$ cat config.mk
export PLATFORM = sky130hd
export DESIGN_NAME = integer_to_text_formatter_unit_flat
export DESIGN_NICKNAME = d
export VERILOG_FILES = /design/src/sv/itf_pkg.sv /design/src/sv/itf_in_if.sv /design/src/sv/itf_out_if.sv /design/src/sv/itf_cell.sv /design/src/sv/itf_chain.sv /design/src/sv/integer_to_text_formatter_unit.sv /design/src/flat_wrapper.sv
export SDC_FILE = /design/constraint.sdc
export NUM_CORES = 1
export LEC_CHECK = 0
export ABC_AREA = 1
export BUFFER_PORTS_ARGS = -buffer_cell sky130_fd_sc_hd__clkbuf_2
export CORE_MARGIN = 2
export CORE_UTILIZATION = 45
export DETAILED_ROUTE_END_ITERATION = 8
export GPL_TIMING_DRIVEN = 0
export SYNTH_ARGS = -nofsm -noshare
export SYNTH_HDL_FRONTEND = slang
export SYNTH_SLANG_ARGS = --single-unit
$ cat constraint.sdc
create_clock -name i_clk -period 18.98 [get_ports i_clk]
set_input_delay 1.898 -clock i_clk [delete_from_list [all_inputs] [get_ports i_clk]]
set_output_delay 1.898 -clock i_clk [all_outputs]
set_load 0.02 [all_outputs]
$ cat src/sv/itf_pkg.sv
// Shared types, constants and helpers for the integer-to-text formatter.
// No dependencies; every other file of the block imports this package.
package itf_pkg;

    localparam int VALUE_W         = 64;
    localparam int MODE_W          = 3;
    localparam int CHAR_W          = 8;
    localparam int DIGIT_W         = 4;
    localparam int BYTE_W          = 8;
    localparam int NUM_CELLS       = 20;
    localparam int HEX_DIGITS      = VALUE_W / DIGIT_W;
    localparam int DEC_BYTE_DIGITS = 3;
    localparam int HEX_BYTE_DIGITS = BYTE_W / DIGIT_W;
    localparam int IPV4_BYTES      = 4;
    localparam int MAC_BYTES       = 6;
    localparam int IDX_W           = $clog2(NUM_CELLS);
    localparam int LEFT_W          = $clog2(NUM_CELLS + 1);
    localparam int STEP_W          = $clog2(VALUE_W + 1);
    localparam int SEG_W           = $clog2(MAC_BYTES);

    localparam logic [CHAR_W-1:0] CH_ZERO  = 8'h30;
    localparam logic [CHAR_W-1:0] CH_A     = 8'h61;
    localparam logic [CHAR_W-1:0] CH_MINUS = 8'h2d;
    localparam logic [CHAR_W-1:0] CH_DOT   = 8'h2e;
    localparam logic [CHAR_W-1:0] CH_COLON = 8'h3a;

    typedef enum logic [MODE_W-1:0] {
        MODE_HEX     = 3'd0,
        MODE_HEX_PAD = 3'd1,
        MODE_UDEC    = 3'd2,
        MODE_SDEC    = 3'd3,
        MODE_IPV4    = 3'd4,
        MODE_MAC     = 3'd5
    } t_mode;

    typedef enum logic [1:0] {
        CELL_HOLD,
        CELL_LOAD,
        CELL_DABBLE
    } t_cell_op;

    typedef struct packed {
        t_cell_op op;
        logic     serial_bit;
    } t_chain_ctrl;

    typedef logic [NUM_CELLS-1:0][DIGIT_W-1:0] t_digits;

    typedef enum logic [2:0] {
        ST_IDLE,
        ST_SIGN,
        ST_LOAD,
        ST_CONV,
        ST_DIGIT,
        ST_SEP
    } t_state;

    function automatic logic [CHAR_W-1:0] digit_char(input logic [DIGIT_W-1:0] d);
        logic [CHAR_W-1:0] w_d;
        w_d = {{(CHAR_W-DIGIT_W){1'b0}}, d};
        if (d < DIGIT_W'(10)) begin
            return CH_ZERO + w_d;
        end
        return CH_A + w_d - CHAR_W'(10);
    endfunction

endpackage

$ cat src/sv/itf_in_if.sv
// Input channel of the formatter: mode and 64-bit value with valid/ready.
// Depends on itf_pkg for the field widths.
interface itf_in_if import itf_pkg::*; ();
    logic                 valid;
    logic                 ready;
    logic [MODE_W-1:0]    action;
    logic [VALUE_W-1:0]   value;

    modport source(output valid, action, value, input ready);
    modport sink(input valid, action, value, output ready);
endinterface

$ cat src/sv/itf_out_if.sv
// Output channel of the formatter: one character and a last flag per item.
// Depends on itf_pkg for the field widths.
interface itf_out_if import itf_pkg::*; ();
    logic                valid;
    logic                ready;
    logic [CHAR_W-1:0]   out_char;
    logic                last;

    modport source(output valid, out_char, last, input ready);
    modport sink(input valid, out_char, last, output ready);
endinterface

$ cat src/sv/itf_cell.sv
// One digit cell: holds a 4-bit digit, loads it, or does one shift-and-add-3 step.
// Depends on itf_pkg.
module itf_cell import itf_pkg::*; (
    input  logic               i_clk,
    input  t_cell_op           i_op,
    input  logic [DIGIT_W-1:0] i_load_digit,
    input  logic               i_bit,
    output logic               o_bit,
    output logic [DIGIT_W-1:0] o_digit
);

    logic [DIGIT_W-1:0] r_digit;
    logic [DIGIT_W-1:0] n_digit;
    logic [DIGIT_W-1:0] w_adj;

    assign w_adj   = (r_digit >= DIGIT_W'(5)) ? r_digit + DIGIT_W'(3) : r_digit;
    assign o_bit   = w_adj[DIGIT_W-1];
    assign o_digit = r_digit;

    always_comb begin
        unique case (i_op)
            CELL_HOLD:   n_digit = r_digit;
            CELL_LOAD:   n_digit = i_load_digit;
            CELL_DABBLE: n_digit = {w_adj[DIGIT_W-2:0], i_bit};
            default:     n_digit = r_digit;
        endcase
    end

    always_ff @(posedge i_clk) begin
        r_digit <= n_digit;
    end

endmodule

$ cat src/sv/itf_chain.sv
// Row of digit cells; the serial bit enters the lowest cell and carries ripple upward.
// Depends on itf_pkg and itf_cell.
module itf_chain import itf_pkg::*; (
    input  logic        i_clk,
    input  t_chain_ctrl i_ctrl,
    input  t_digits     i_load,
    output t_digits     o_digits
);

    logic [NUM_CELLS:0] w_link;

    assign w_link[0] = i_ctrl.serial_bit;

    for (genvar g = 0; g < NUM_CELLS; g++) begin : g_cell
        itf_cell u_cell (
            .i_clk        (i_clk),
            .i_op         (i_ctrl.op),
            .i_load_digit (i_load[g]),
            .i_bit        (w_link[g]),
            .o_bit        (w_link[g+1]),
            .o_digit      (o_digits[g])
        );
    end

endmodule

$ cat src/sv/integer_to_text_formatter_unit.sv
// Decimal modes: accept, load, one conversion step per value bit, then the digit cells,
// plus a state for the minus sign of a negative value.
// IPv4 loads, converts and emits digits per byte; hex loads then emits digits; MAC loads and emits per byte.
// The conversion time is set by the bit-serial digit cell row; one item at a time.
// Reset (synchronous, active low) empties the output register and returns to idle.
// Depends on itf_pkg, itf_in_if, itf_out_if and itf_chain.
module integer_to_text_formatter_unit import itf_pkg::*; (
    input  logic      i_clk,
    input  logic      i_rst_n,
    itf_in_if.sink    i_in,
    itf_out_if.source o_out
);

    t_state              r_state, n_state;
    t_mode               r_mode, n_mode;
    logic [VALUE_W-1:0]  r_val, n_val;
    logic [VALUE_W-1:0]  r_bits, n_bits;
    logic [STEP_W-1:0]   r_steps, n_steps;
    logic [LEFT_W-1:0]   r_left, n_left;
    logic [SEG_W-1:0]    r_seg, n_seg;
    logic                r_started, n_started;
    logic                r_out_valid, n_out_valid;
    logic [CHAR_W-1:0]   r_out_char, n_out_char;
    logic                r_out_last, n_out_last;

    t_chain_ctrl         w_ctrl;
    t_digits             w_load;
    t_digits             w_digits;
    t_mode               w_in_mode;
    logic [IDX_W-1:0]    w_idx;
    logic [DIGIT_W-1:0]  w_digit;
    logic [SEG_W-1:0]    w_last_seg;
    logic                w_final_seg;
    logic                w_can_emit;
    logic                w_in_acc;
    logic                w_emit;
    logic [CHAR_W-1:0]   w_char;
    logic                w_last;

    itf_chain u_chain (
        .i_clk    (i_clk),
        .i_ctrl   (w_ctrl),
        .i_load   (w_load),
        .o_digits (w_digits)
    );

    assign i_in.ready     = (r_state == ST_IDLE);
    assign w_in_acc       = i_in.valid && i_in.ready;
    assign o_out.valid    = r_out_valid;
    assign o_out.out_char = r_out_char;
    assign o_out.last     = r_out_last;

    assign w_can_emit  = !r_out_valid || o_out.ready;
    assign w_idx       = IDX_W'(r_left - LEFT_W'(1));
    assign w_digit     = w_digits[w_idx];
    assign w_final_seg = (r_seg == w_last_seg);

    always_comb begin
        unique case (t_mode'(i_in.action))
            MODE_HEX_PAD: w_in_mode = MODE_HEX_PAD;
            MODE_UDEC:    w_in_mode = MODE_UDEC;
            MODE_SDEC:    w_in_mode = MODE_SDEC;
            MODE_IPV4:    w_in_mode = MODE_IPV4;
            MODE_MAC:     w_in_mode = MODE_MAC;
            default:      w_in_mode = MODE_HEX;
        endcase
    end

    always_comb begin
        unique case (r_mode)
            MODE_IPV4: w_last_seg = SEG_W'(IPV4_BYTES - 1);
            MODE_MAC:  w_last_seg = SEG_W'(MAC_BYTES - 1);
            default:   w_last_seg = '0;
        endcase
    end

    always_comb begin
        w_load = '0;
        unique case (r_mode)
            MODE_HEX, MODE_HEX_PAD: begin
                for (int i = 0; i < HEX_DIGITS; i++) begin
                    w_load[i] = r_val[i*DIGIT_W +: DIGIT_W];
                end
            end
            MODE_MAC: begin
                for (int i = 0; i < HEX_BYTE_DIGITS; i++) begin
                    w_load[i] = r_val[i*DIGIT_W +: DIGIT_W];
                end
            end
            default: w_load = '0;
        endcase
    end

    always_comb begin
        n_state           = r_state;
        n_mode            = r_mode;
        n_val             = r_val;
        n_bits            = r_bits;
        n_steps           = r_steps;
        n_left            = r_left;
        n_seg             = r_seg;
        n_started         = r_started;
        w_ctrl.op         = CELL_HOLD;
        w_ctrl.serial_bit = r_bits[VALUE_W-1];
        w_emit            = 1'b0;
        w_char            = CH_ZERO;
        w_last            = 1'b0;

        unique case (r_state)
            ST_IDLE: begin
                if (i_in.valid) begin
                    n_mode = w_in_mode;
                    n_seg  = '0;
                    if (w_in_mode == MODE_SDEC && i_in.value[VALUE_W-1]) begin
                        n_val   = ~i_in.value + VALUE_W'(1);
                        n_state = ST_SIGN;
                    end else begin
                        n_val   = i_in.value;
                        n_state = ST_LOAD;
                    end
                end
            end
            ST_SIGN: begin
                if (w_can_emit) begin
                    w_emit  = 1'b1;
                    w_char  = CH_MINUS;
                    n_state = ST_LOAD;
                end
            end
            ST_LOAD: begin
                w_ctrl.op = CELL_LOAD;
                n_started = (r_mode == MODE_HEX_PAD);
                unique case (r_mode)
                    MODE_UDEC, MODE_SDEC: begin
                        n_bits  = r_val;
                        n_steps = STEP_W'(VALUE_W);
                        n_left  = LEFT_W'(NUM_CELLS);
                        n_state = ST_CONV;
                    end
                    MODE_IPV4: begin
                        n_bits  = {r_val[BYTE_W-1:0], {(VALUE_W-BYTE_W){1'b0}}};
                        n_steps = STEP_W'(BYTE_W);
                        n_left  = LEFT_W'(DEC_BYTE_DIGITS);
                        n_state = ST_CONV;
                    end
                    MODE_MAC: begin
                        n_left  = LEFT_W'(HEX_BYTE_DIGITS);
                        n_state = ST_DIGIT;
                    end
                    default: begin
                        n_left  = LEFT_W'(HEX_DIGITS);
                        n_state = ST_DIGIT;
                    end
                endcase
            end
            ST_CONV: begin
                w_ctrl.op = CELL_DABBLE;
                n_bits    = {r_bits[VALUE_W-2:0], 1'b0};
                n_steps   = r_steps - STEP_W'(1);
                if (r_steps == STEP_W'(1)) begin
                    n_state = ST_DIGIT;
                end
            end
            ST_DIGIT: begin
                if (!r_started && w_digit == '0 && r_left > LEFT_W'(1)) begin
                    n_left = r_left - LEFT_W'(1);
                end else if (w_can_emit) begin
                    w_emit = 1'b1;
                    w_char = digit_char(w_digit);
                    if (r_left == LEFT_W'(1)) begin
                        w_last = w_final_seg;
                        if (w_final_seg) begin
                            n_state = ST_IDLE;
                        end else begin
                            n_seg   = r_seg + SEG_W'(1);
                            n_val   = r_val >> BYTE_W;
                            n_state = ST_SEP;
                        end
                    end else begin
                        n_left    = r_left - LEFT_W'(1);
                        n_started = 1'b1;
                    end
                end
            end
            ST_SEP: begin
                if (w_can_emit) begin
                    w_emit  = 1'b1;
                    w_char  = (r_mode == MODE_IPV4) ? CH_DOT : CH_COLON;
                    n_state = ST_LOAD;
                end
            end
            default: n_state = ST_IDLE;
        endcase
    end

    always_comb begin
        n_out_valid = r_out_valid && !o_out.ready;
        n_out_char  = r_out_char;
        n_out_last  = r_out_last;
        if (w_emit) begin
            n_out_valid = 1'b1;
            n_out_char  = w_char;
            n_out_last  = w_last;
        end
    end

    always_ff @(posedge i_clk) begin
        if (!i_rst_n) begin
            r_state     <= ST_IDLE;
            r_out_valid <= 1'b0;
        end else begin
            r_state     <= n_state;
            r_out_valid <= n_out_valid;
        end
    end

    always_ff @(posedge i_clk) begin
        r_mode     <= n_mode;
        r_val      <= n_val;
        r_bits     <= n_bits;
        r_steps    <= n_steps;
        r_left     <= n_left;
        r_seg      <= n_seg;
        r_started  <= n_started;
        r_out_char <= n_out_char;
        r_out_last <= n_out_last;
    end

`ifndef SYNTHESIS
    a_conv_steps: assert property (@(posedge i_clk) disable iff (!i_rst_n)
        r_state == ST_CONV |-> r_steps != '0)
        else $error("Conversion running with no steps left.");

    a_conv_mode: assert property (@(posedge i_clk) disable iff (!i_rst_n)
        r_state == ST_CONV |->
            (r_mode == MODE_UDEC || r_mode == MODE_SDEC || r_mode == MODE_IPV4))
        else $error("Decimal conversion entered in a hex mode.");

    a_digit_range: assert property (@(posedge i_clk) disable iff (!i_rst_n)
        r_state == ST_DIGIT |-> (r_left != '0 && r_left <= LEFT_W'(NUM_CELLS)))
        else $error("Digit index outside the cell row.");

    a_accept_busy: assert property (@(posedge i_clk) disable iff (!i_rst_n)
        w_in_acc |=> r_state != ST_IDLE)
        else $error("Accepted item did not start work.");

    a_last_ends: assert property (@(posedge i_clk) disable iff (!i_rst_n)
        (w_emit && w_last) |=> (r_state == ST_IDLE && r_out_valid && r_out_last))
        else $error("Last character did not end the item.");
`endif

endmodule

$ cat src/flat_wrapper.sv
// flat-port wrapper written by rule: the top's interface ports become plain ports
module integer_to_text_formatter_unit_flat import itf_pkg::*;
  (i_clk, i_rst_n, i_in_valid, i_in_action, i_in_value, i_in_ready, o_out_valid, o_out_out_char, o_out_last, o_out_ready);
  itf_in_if i_in_i ();
  itf_out_if o_out_i ();
  input  logic i_clk;
  input  logic i_rst_n;
  input wire logic [$bits(i_in_i.valid)-1:0] i_in_valid;
  input wire logic [$bits(i_in_i.action)-1:0] i_in_action;
  input wire logic [$bits(i_in_i.value)-1:0] i_in_value;
  output wire logic [$bits(i_in_i.ready)-1:0] i_in_ready;
  output wire logic [$bits(o_out_i.valid)-1:0] o_out_valid;
  output wire logic [$bits(o_out_i.out_char)-1:0] o_out_out_char;
  output wire logic [$bits(o_out_i.last)-1:0] o_out_last;
  input wire logic [$bits(o_out_i.ready)-1:0] o_out_ready;
  assign i_in_i.valid = i_in_valid;
  assign i_in_i.action = i_in_action;
  assign i_in_i.value = i_in_value;
  assign i_in_ready = i_in_i.ready;
  assign o_out_valid = o_out_i.valid;
  assign o_out_out_char = o_out_i.out_char;
  assign o_out_last = o_out_i.last;
  assign o_out_i.ready = o_out_ready;
  integer_to_text_formatter_unit u_core (.i_clk(i_clk), .i_rst_n(i_rst_n), .i_in(i_in_i), .o_out(o_out_i));
endmodule
==> out/results.ini <==
[run_status]
run_status=complete, no violations

[floorplanning]
start_util_pct=45.3
floorplan.rows=67
core_area_um2=33300
dieHeight_um=187
dieWidth_um=187
floorplan.die_area_um2=35000
io-pin-count=82

[timing]
skew_ps=25.8
sum_neg_setup_slack_ps=0
finalCritPeriodShare_pct=25.8
hold_ws_ps=515
setup_repair_after_global_routing_missed_its_margin=false
final_period_minus_worst_setup_slack_ps=4890
finalHoldViolCount=0
max_freq_mhz=204
timing_max_transition_violations_final=0
tightest_slew_ps=1170
finalSetupViolations=0
relative_slew_slack_pct=21.5

[setup_path]
path_max_fanout=18
cp.required_ps=19220
timing.critical_path.from_type=flip-flop
crit_arrival_ps=5130
timing.setup.critical_path_class=reg2reg
worst_setup_path_end_kind=flip-flop

[synthesis]
syn-cell-area_um2=15100
synthesis.nets=1974
synth_cells=1849
area_share_of_the_leading_cell_type_in_the_synthesized_netlist_pct=46.8
synth_enable_flop_cells=235
ys.flop_type=sky130_fd_sc_hd__edfxtp_1
synthesis.yosys.warnings=0
post_synth_main_area_contributors=sky130_fd_sc_hd__edfxtp_1 (47%), sky130_fd_sc_hd__nand2_1 (9.2%), sky130_fd_sc_hd__o21ai_0 (8.7%)
proportion_of_synthesized_flip_flops_having_asynchronous_set_or_reset_pct=0
number_of_storage_elements_in_the_synthesis_netlist=239
largest_area_contributor_in_the_synthesized_netlist=sky130_fd_sc_hd__edfxtp_1
seq_area_frac_synth_pct=47.3
synth_area_per_cell_um2=8.16
yosysUniqueCellTypes=47

[job]
max_cap_viol_count=0

[drt]
totalWireLength_um=48500
drt-initial-drc-count=1194
wl_per_cell_um=19.9
final_routed_drc_violation_total=0
detail-route-antenna-nets=0
vias=13300
vias_per_cell=5.47
drtPass1Iterations=5

[cts]
tritoncts.num_buffers=29
clk_pin_slew_worst_paths_ps=60
ctsRootBufferMaster=sky130_fd_sc_hd__clkbuf_16
clock_tree_from_tritoncts=built
clock_tree.buffer_depth=3
worstSkewPairLatency_ps=550
cts_hold_repair.buffers=0
post-cts-setup-buffer-count=0
cts-resized-gates=0
cts.htree.levels=1
cts.sinks=239

[finish]
share_of_final_layout_standard_cells_stronger_than_drive_strength_1_pct=9.95
layout.nets=2092
area_growth_pct=14.1

[global_route]
first_global_vias=12800
grt_remaining_overflow=0
global_route_wire_length_before_repair_um=73900
grt_usage_pct=27.3
grt_start_max_net_pins=66
number_of_antenna_violations_at_the_first_check_in_global_routing=1

[placed_design]
place_congestion=0.910
dp_hpwl_um=38100
port_buffers=80

[worst_hold_path]
hp-class=reg2reg

[pwr]
power_per_cell_area_nw_per_um2=143
power.ir.vdd_worst_v=0.0000827
p_leak_nw=7.04

-- routing by layer --
metal | track usage [%] | wire length [µm] | vias to the layer above
li1 | - | - | 6453
met1 | 36.7 | 21100 | 6274
met4 | 9.74 | 1710 | 0
met5 | 0 | 0 | -
met3 | 4.37 | 3490 | 80
met2 | 44.9 | 22200 | 524
-- cell type report --
cell class / count / area [µm²]
Tap cell: 448 / 561
Sequential cell: 239 / 7140
Buffer: 66 / 272
Clock inverter: 18 / 226
Timing Repair Buffer: 87 / 536
Antenna cell: 1 / 2.50
Inverter: 271 / 1020
Multi-Input combinational cell: 1273 / 6690
Clock buffer: 36 / 782
Fill cell: 3183 / 16100
-- report_power, final --
group          total [W]  leakage [nW]  switching (W)  internal [W]
logic           0.000945          4.28       0.000667      0.000278
clock network   0.000583         0.493       0.000223      0.000360
registers       0.000938          2.26       0.000102      0.000835
total            0.00246          7.04       0.000992       0.00147
-- registers in the layout, indices dropped and copies added (netlist names) --
name and flops:
u_core.r_seg 3, u_core.o_out.out_char 7, u_core.o_out.valid 1, u_core.r_started 1
u_core.r_val 64, u_core.r_state 3, u_core.r_bits 64, u_core.o_out.last 1
u_core.r_left 5, u_core.u_chain.g_cell.u_cell.o_digit 80, u_core.r_mode 3, u_core.r_steps 7
-- worst paths after layout --
kind,start,to,slack (ps),depth (start not counted)
worst max register to register,u_core.r_left[0]$_DFFE_PP_,u_core.r_val[11]$_DFFE_PP_,14090,20
worst min register to register,u_core.r_bits[42]$_DFFE_PP_,u_core.r_bits[43]$_DFFE_PP_,510,2
worst max-delay path,u_core.r_left[0]$_DFFE_PP_,u_core.r_val[11]$_DFFE_PP_,14090,20
worst min-delay path,u_core.r_bits[42]$_DFFE_PP_,u_core.r_bits[43]$_DFFE_PP_,510,2
-- worst max-delay path, cell delays in order (launching register included) --
cell and delay (ps):
sky130_fd_sc_hd__edfxtp_1 430, sky130_fd_sc_hd__buf_2 200, sky130_fd_sc_hd__inv_2 80, sky130_fd_sc_hd__buf_2 190, sky130_fd_sc_hd__ha_1 460, sky130_fd_sc_hd__clkbuf_1 610, sky130_fd_sc_hd__o211ai_1 230, sky130_fd_sc_hd__nand3_1 140
sky130_fd_sc_hd__nand3_1 80, sky130_fd_sc_hd__nand2_1 70, sky130_fd_sc_hd__nand2_1 40, sky130_fd_sc_hd__nand2_1 160, sky130_fd_sc_hd__inv_1 100, sky130_fd_sc_hd__ha_1 200, sky130_fd_sc_hd__nor3b_1 160, sky130_fd_sc_hd__nand3_4 120
sky130_fd_sc_hd__nand3_1 90, sky130_fd_sc_hd__a22oi_2 550, sky130_fd_sc_hd__buf_8 240, sky130_fd_sc_hd__buf_8 180, sky130_fd_sc_hd__buf_8 190
-- placed cells by master, fill, tap and decap left out, types with 12 or more instances in the layout --
| cell type | synthesis | layout |
|---|---|---|
| sky130_fd_sc_hd__nand4_1 | 17 | 17 |
| sky130_fd_sc_hd__clkbuf_16 | 0 | 29 |
| sky130_fd_sc_hd__a31oi_1 | 13 | 13 |
| sky130_fd_sc_hd__o21ai_0 | 263 | 263 |
| sky130_fd_sc_hd__nor2_1 | 159 | 158 |
| sky130_fd_sc_hd__nand3_1 | 137 | 137 |
| sky130_fd_sc_hd__ha_1 | 54 | 53 |
| sky130_fd_sc_hd__buf_2 | 14 | 14 |
| sky130_fd_sc_hd__nor3_1 | 20 | 20 |
| sky130_fd_sc_hd__inv_2 | 12 | 12 |
| sky130_fd_sc_hd__a21oi_1 | 72 | 72 |
| sky130_fd_sc_hd__edfxtp_1 | 235 | 235 |
| sky130_fd_sc_hd__clkbuf_1 | 45 | 49 |
| sky130_fd_sc_hd__nand2_1 | 371 | 371 |
| sky130_fd_sc_hd__o211ai_1 | 18 | 18 |
| sky130_fd_sc_hd__inv_1 | 259 | 259 |
| sky130_fd_sc_hd__xor2_1 | 53 | 53 |
| sky130_fd_sc_hd__o22ai_1 | 12 | 12 |
| sky130_fd_sc_hd__clkbuf_2 | 2 | 82 |
-- Yosys cell counts, types with 14 or more instances --
cell	instances
sky130_fd_sc_hd__inv_1	259
sky130_fd_sc_hd__nand3_1	137
sky130_fd_sc_hd__o21ai_0	263
sky130_fd_sc_hd__buf_2	14
sky130_fd_sc_hd__nor3_1	20
sky130_fd_sc_hd__xor2_1	53
sky130_fd_sc_hd__clkbuf_1	45
sky130_fd_sc_hd__o211ai_1	18
sky130_fd_sc_hd__nor2_1	159
sky130_fd_sc_hd__ha_1	54
sky130_fd_sc_hd__edfxtp_1	235
sky130_fd_sc_hd__nand2_1	371
sky130_fd_sc_hd__nand4_1	17
sky130_fd_sc_hd__a21oi_1	72
-- per-stage QoR --
stage	setup slack [ps]	instances	utilization [%]	total power [W]	instance area (µm²)
finish	14090	2439	51.8	0.00246	17200
global route	13790	2438	51.7	0.00260	17200
CTS	14140	2438	51.7	0.00246	17200
detailed placement	14190	2384	48.7	0.00187	16200
global placement	10450	2377	48.2	0.00185	16100
floorplan	12840	1849	-	0.00153	15100
-- kinds of logic after synthesis --
group / Yosys count / share of synthesized area (%)
flip-flops: 239 / 47.3
buffers and inverters: 337 / 8.54
adder cells (fa/ha/maj): 54 / 4.48
AND/OR/NAND/NOR: 748 / 21.4
AO/OA/AOI/OAI: 403 / 14.2
XOR/XNOR: 66 / 4.05
other: 2 / 0.0498
Power figures use the tool's default switching activity.
